`src/hdl/smba_pkg.sv`:
```
`default_nettype none
package smba_pkg;

	localparam int FFT_SIZE = 1024;
	localparam int MAX_AVG  = 32;
	localparam int SPEC_LEN = FFT_SIZE / 2 + 1;
	localparam int ADDR_W   = $clog2(SPEC_LEN);
	localparam int IDX_W    = ADDR_W + 1;
	localparam int CNT_W    = $clog2(MAX_AVG + 1);
	localparam int ACC_W    = 16 + ADDR_W;
	localparam int DIVD_W   = 38;
	localparam int DIVS_W   = 27;
	localparam int F8_W     = 25;

	localparam logic [1:0] MODE_LIN = 2'd1;
	localparam logic [1:0] MODE_LOG = 2'd2;

	localparam logic [2:0] REG_AVG_MODE  = 3'd0;
	localparam logic [2:0] REG_LIN_GROUP = 3'd1;
	localparam logic [2:0] REG_SAMPLE_HZ = 3'd2;
	localparam logic [2:0] REG_MIN_BAND  = 3'd3;
	localparam logic [2:0] REG_BANDS_OCT = 3'd4;

	typedef struct packed {
		logic signed [15:0] re_part;
		logic signed [15:0] im_part;
		logic               last_bin;
	} smba_in_t;

	typedef struct packed {
		logic        kind;
		logic [9:0]  slot;
		logic [15:0] level;
		logic        end_of_run;
	} smba_out_t;

	typedef enum logic [4:0] {
		ST_IDLE,
		ST_SQ_RE,
		ST_SQ_IM,
		ST_ROOT,
		ST_MAG,
		ST_LIN_W,
		ST_LIN_GOT,
		ST_OCT,
		ST_OCT_BEGIN,
		ST_STEP_GOT,
		ST_EDGE,
		ST_EDGE_GOT,
		ST_BAND,
		ST_SUM_INIT,
		ST_SUM,
		ST_SUM_DIV,
		ST_DIV_WAIT,
		ST_EMIT
	} smba_state_t;

endpackage
`default_nettype wire

```
`src/hdl/smba_div.sv`:
```
`default_nettype none
module smba_div import smba_pkg::*; (
	input  wire logic              clk,
	input  wire logic              arst_n,
	input  wire logic              start,
	input  wire logic [DIVD_W-1:0] dividend,
	input  wire logic [DIVS_W-1:0] divisor,
	output logic                   busy,
	output logic [DIVD_W-1:0]      quot
);

	localparam int CW = $clog2(DIVD_W);

	logic              busy_q;
	logic [CW-1:0]     cnt_q;
	logic [DIVD_W-1:0] q_q;
	logic [DIVS_W:0]   r_q;
	logic [DIVS_W-1:0] d_q;
	logic [DIVS_W:0]   r_sh;
	logic              take;

	// one quotient bit per cycle, restoring
	assign r_sh = {r_q[DIVS_W-1:0], q_q[DIVD_W-1]};
	assign take = r_sh >= {1'b0, d_q};

	always_ff @(posedge clk or negedge arst_n) begin
		if (!arst_n) begin
			busy_q <= 1'b0;
			cnt_q  <= '0;
		end else if (start) begin
			busy_q <= 1'b1;
			cnt_q  <= CW'(DIVD_W - 1);
		end else if (busy_q) begin
			if (cnt_q == '0)
				busy_q <= 1'b0;
			cnt_q <= cnt_q - 1'b1;
		end
	end

	always_ff @(posedge clk) begin
		if (start) begin
			q_q <= dividend;
			r_q <= '0;
			d_q <= divisor;
		end else if (busy_q) begin
			r_q <= take ? (r_sh - {1'b0, d_q}) : r_sh;
			q_q <= {q_q[DIVD_W-2:0], take};
		end
	end

	assign busy = busy_q;
	assign quot = q_q;

endmodule
`default_nettype wire

```
`config.mk`:
```
export PLATFORM = sky130hd
export DESIGN_NAME = smba_div
export DESIGN_NICKNAME = d
export VERILOG_FILES = /design/src/hdl/smba_pkg.sv /design/src/hdl/smba_div.sv
export SDC_FILE = /design/constraint.sdc
export NUM_CORES = 1
export LEC_CHECK = 0
export BUFFER_PORTS_ARGS = -buffer_cell sky130_fd_sc_hd__buf_4
export CAP_MARGIN = 15
export CORE_MARGIN = 2
export CORE_UTILIZATION = 39
export CTS_CLUSTER_SIZE = 30
export DETAILED_ROUTE_END_ITERATION = 10
export PLACE_DENSITY_LB_ADDON = 0.25
export SLEW_MARGIN = 20
export SYNTH_ARGS = -nofsm -noshare
export SYNTH_HDL_FRONTEND = slang
export SYNTH_SLANG_ARGS = --single-unit
```
`constraint.sdc`:
```
create_clock -name clk -period 2.9 [get_ports clk]
set_clock_uncertainty 0.1 [all_clocks]
set_input_delay 0.58 -clock clk [delete_from_list [all_inputs] [get_ports clk]]
set_output_delay 0.58 -clock clk [all_outputs]
set_load 0.01 [all_outputs]
```
* Word-level counts from Yosys, hierarchy flattened
Cells that the tools add are included.
** Word-level totals
- Register bits after elaboration :: 99
- Latch bits :: 0
- Memory bits (writable) :: 0
- Memory bits (read-only) :: 0
- Input port bits :: 68
- Output and inout bits :: 39
- Logic and storage cells :: 18
- Memories kept :: 0
** Cells by class
- $add $sub $neg :: 2
- Multipliers :: 0
- Divide/modulo/power cells :: 0
- Order comparisons :: 1
- Equality and inequality tests :: 0
- Shift-type cells :: 0
- Multiplexer cells :: 8
- Bitwise logic cells :: 0
- Reductions and logical operators :: 2
** Operators by type and width (count)
- $mux W38 :: 2
- $ge A28 B27 Y1 :: 1
- $mux W27 :: 1
- $sub A27 B27 Y27 :: 1
- $mux W6 :: 2
- $logic_not A6 Y1 :: 1
- $sub A6 B1 Y6 const B :: 1
- $mux W1 :: 3
- $reduce_bool A2 Y1 :: 1

* Depth between registers and ports, before layout
- Depth in word-level cells :: 4
- Mapped depth :: 12
- Gate-level depth less buffers :: 11

* Worst setup path after synthesis
OpenSTA, ideal clock, no wires.
- Kind :: reg2reg
- Start :: register q_q[37] (netlist: quot[37])
- End :: register r_q[1]
- Setup time :: 106 ps
- Arrival time :: 2735 ps
- Required time :: 2694 ps
- Slack :: -41 ps
- Stages on the path, launching flop included :: 12
- Buffers on the path :: 0
- Period minus slack after synthesis :: 2941 ps
- Cell sequence :: edfxtp_1 -> inv_1 -> ha_1 -> fa_1 -> nor2b_1 -> o31ai_2 -> a211oi_1 -> o21ai_1 -> a21oi_2 -> o31ai_4 -> or4b_2 -> o311ai_0
** On the way
- Word-level cells in the longest chain between the ends :: 2
- Elaborated cells on any way between the ends :: 3
- Classes of those cells :: add/sub (1); order compare (1); mux (1)
** RTL lines
- start: declaration :: line smba_div.sv:16 : logic [DIVD_W-1:0] q_q;
- start signal: assignment :: line smba_div.sv:42 : q_q <= dividend;
- start signal: assignment :: line smba_div.sv:47 : q_q <= {q_q[DIVD_W-2:0], take};
- $sub A27 B27 Y27 / $ge A28 B27 Y1 (equally long branches) :: line smba_div.sv:46, smba_div.sv:24
- $mux W27 (*) :: line smba_div.sv:46 : r_q <= take ? (r_sh - {1'b0, d_q}) : r_sh;
- end signal: assignment :: line smba_div.sv:46
- end: declaration :: line smba_div.sv:17 : logic [DIVS_W:0] r_q;
Mark *: on every way between the ends. The rest lies on a longest branch, timed or not.
A chain may end at the register's enable or synchronous reset.

* Worst setup path after layout
- Start :: register q_q[37] (netlist: quot[37])
- End :: register r_q[13]
Same word-level chain as after synthesis.

==> run summary <==
status: finished with violations
violated checks: setup timing
Placement Rows: 43
Rel. slew slack: 0.490
register bit total from synthesis: 99
Yosys top cell area share: 0.346
slowest cell on the critical path: edfxtp_1
first-pass GRT wire length: 21,700 um
Netlist Area Pre-Place: 0.00564 sq mm
CTS tree: done
Remaining Overflow, GRT: 0
initial antenna violation count: 0
Worst-Skew Late Latency: 0.35 ns
final core utilization: 0.522
Area contributors post-synth: edfxtp_1 35%, dfxtp_1 9.6%, mux2_2 7.6%
most common cell in the synthesized netlist: edfxtp_1
worst-margin pin slew: 0.765 ns
CP cell instances: inv_1 -> ha_2 -> fa_2 -> nor2b_4 -> o31ai_4 -> a211oi_2 -> o21ai_2 -> a21oi_2 -> o31ai_4 -> buf_6 -> buf_6 -> mux2i_2 -> a211oi_2
pwr dens: 475 mW/mm^2
Initial Utilization: 0.403
DRT met1 WL: 5880 um
DRT iter0 DRCs: 227
Worst-path clk slew: 0.07 ns
drt drc: 0
die footprint: 0.0154 sq mm
cells after synthesis: 529
Setup crit end kind: flip-flop
H-tree levels: 3
Core ar.: 0.0140 sq mm
async set-reset flop share out of synthesis: 0.0707
Post-synth EDFFs: 65
register area share after synthesis: 0.473
Top Metal Used: met4
vias per inst: 5.24
Tot Pwr: 3.47 mW
clk buf depth: 2
Setup crit start kind: flip-flop
most frequent cells after synthesis: 65 x edfxtp_1, 43 x nor2_1, 40 x inv_1, 38 x mux2_2, 30 x a21oi_1
die height: 124 um
Area Growth Syn to Fin: 29.6%
I/O pin total: 107
synth unique cells: 60
router iterations before antenna repair: 4
ys flop type: edfxtp_1
met3 WL post-DR: 896 um
Tmin final: 2.91 ns
DR WL met2: 6210 um
worst min-delay path category: in -> reg
Setup-failing EPs final: 1
fmax: 0.343 GHz
CP max FO: 7
Critical Path AT: 3.02 ns
Nets: 760
routed via count: 4,439
vias in the first global route: 4,554
crit path kind: reg -> reg
RSZ-0062 raised after global routing: yes
largest net degree at the start of global routing: 62
total wire length: 13,200 um
clock sink count: 99
VDD IR max: 0.263 mV
cell type with the highest aggregate area in the netlist: edfxtp_1
Die W: 124 um
Syn Nets: 627
Final Cycle Share: 1.00
Fin. Hold Viols: 0
final worst setup slack: -0.0138 ns
WL per Instance: 15.6 um
Mean Syn Cell Area: 10.7 sq um
Port Buf Inserts: 106
max-cap viol count: 0
Worst path max stage delay: 0.41 ns
clk root buf: clkbuf_16
GPL Wtd Cong: 0.877
Critical Path RT: 3.01 ns
layout cells sized above 1: 0.348
YS warnings: 0
ANT nets after route: 0
total global-route track usage: 0.170
post-DP HPWL: 9450 um
Sum Neg Setup Slack: -0.0138 ns
Static Leak: 3.23 nW
Final Max Tran Viols: 0
number of diodes: 0
Num CTS Buffers: 9
flip-flops by register name, summed over array words and instances (netlist names):
signal	cells
busy	1
cnt_q	6
d_q	27
quot	38
r_q	27
metrics by stage:
step	area [sq um]	cells	setup WS (ns)	hold slack, ns
6_report	7310	847	-0.0138	0.301
5_1_grt	7310	847	-0.118	0.284
4_1_cts	7160	841	0.000870	0.287
3_5_place_dp	6810	821	-0.114	0.297
3_3_place_gp	6810	821	-0.0281	0.297
2_1_floorplan	5650	529	0.0286	0.184
worst max-delay path, delay by kind of cell (launching register included):
kind                     cells  cell delay, ns
AO/OA/AOI/OAI                6            1.12
adder cells (fa/ha/maj)      2            0.43
buffers and inverters        3            0.42
flip-flops                   1            0.41
multiplexers                 1            0.23
AND/OR/NAND/NOR              1            0.06
per-layer routing:
metal | up-vias | GRT usage
met4 | 0 | 0.0654
met3 | 15 | 0.0546
met5 | - | 0
li1 | 2205 | -
met2 | 128 | 0.272
met1 | 2091 | 0.215
report_power, final:
| part | switching (mW) | internal (mW) | leakage (nW) |
|---|---|---|---|
| registers | 0.0538 | 1.61 | 0.966 |
| logic | 0.270 | 0.312 | 2.12 |
| clock network | 0.526 | 0.697 | 0.145 |
| total | 0.849 | 2.62 | 3.23 |
timing repair:
| action | in CTS | in global routing |
|---|---|---|
| setup buffers | 3 | 6 |
| pin swaps | 5 | 13 |
| setup endpoints to repair | 17 | 26 |
| hold endpoints to repair | 7 | 0 |
| gates resized for setup | 6 | 22 |
| hold buffers | 1 | 0 |
placed cells by master (no fill, tap or decap), drive strengths merged, types with 3 or more instances in the layout:
master,instances
o21ai,20
inv,41
and3,7
nand3,5
a311oi,3
nor4,5
dfrtp,7
nand2b,7
mux2i,18
nor3b,6
o21a,3
a31oi,5
nand4,4
nor3,8
a211oi,20
ha,29
o31ai,5
xor2,10
a21oi,34
edfxtp,65
buf,148
o21bai,3
nand2,29
nand4b,3
nor2,43
clkbuf,11
dfxtp,27
mux2,38
a21o,9
nor2b,4
xnor2,14
kinds of logic after synthesis:
group	after synthesis	synth area share
mux	56	0.108
compound gates	117	0.141
flops	99	0.473
xor+xnor	24	0.0373
simple gates	136	0.123
fa+ha+maj	30	0.0679
buf+inv	67	0.0497
final timing paths:
check | from | end | slack [ns] | cells after the start
max | quot[37]$_DFFE_PP_ | r_q[13]$_SDFFE_PP0P_ | -0.01 | 13
min | divisor[14] | d_q[14]$_DFFE_PP_ | 0.30 | 1
max reg2reg | quot[37]$_DFFE_PP_ | r_q[13]$_SDFFE_PP0P_ | -0.01 | 13
min reg2reg | r_q[26]$_SDFFE_PP0P_ | r_q[26]$_SDFFE_PP0P_ | 0.40 | 2
max in group asynchronous | arst_n | busy$_DFF_PN0_ | 2.09 | 2
min in group asynchronous | arst_n | cnt_q[5]$_DFFE_PN0P_ | 0.47 | 2
area by class of cell:
cell class,instances,area [sq um]
multi-input combinational,363,2800
sequential,99,2670
timing repair buffer,149,1160
clock inverter,5,61.3
clock buffer,11,243
inverter,40,150
fill,1264,6680
tap,180,225
Power figures use the tool's default switching activity.
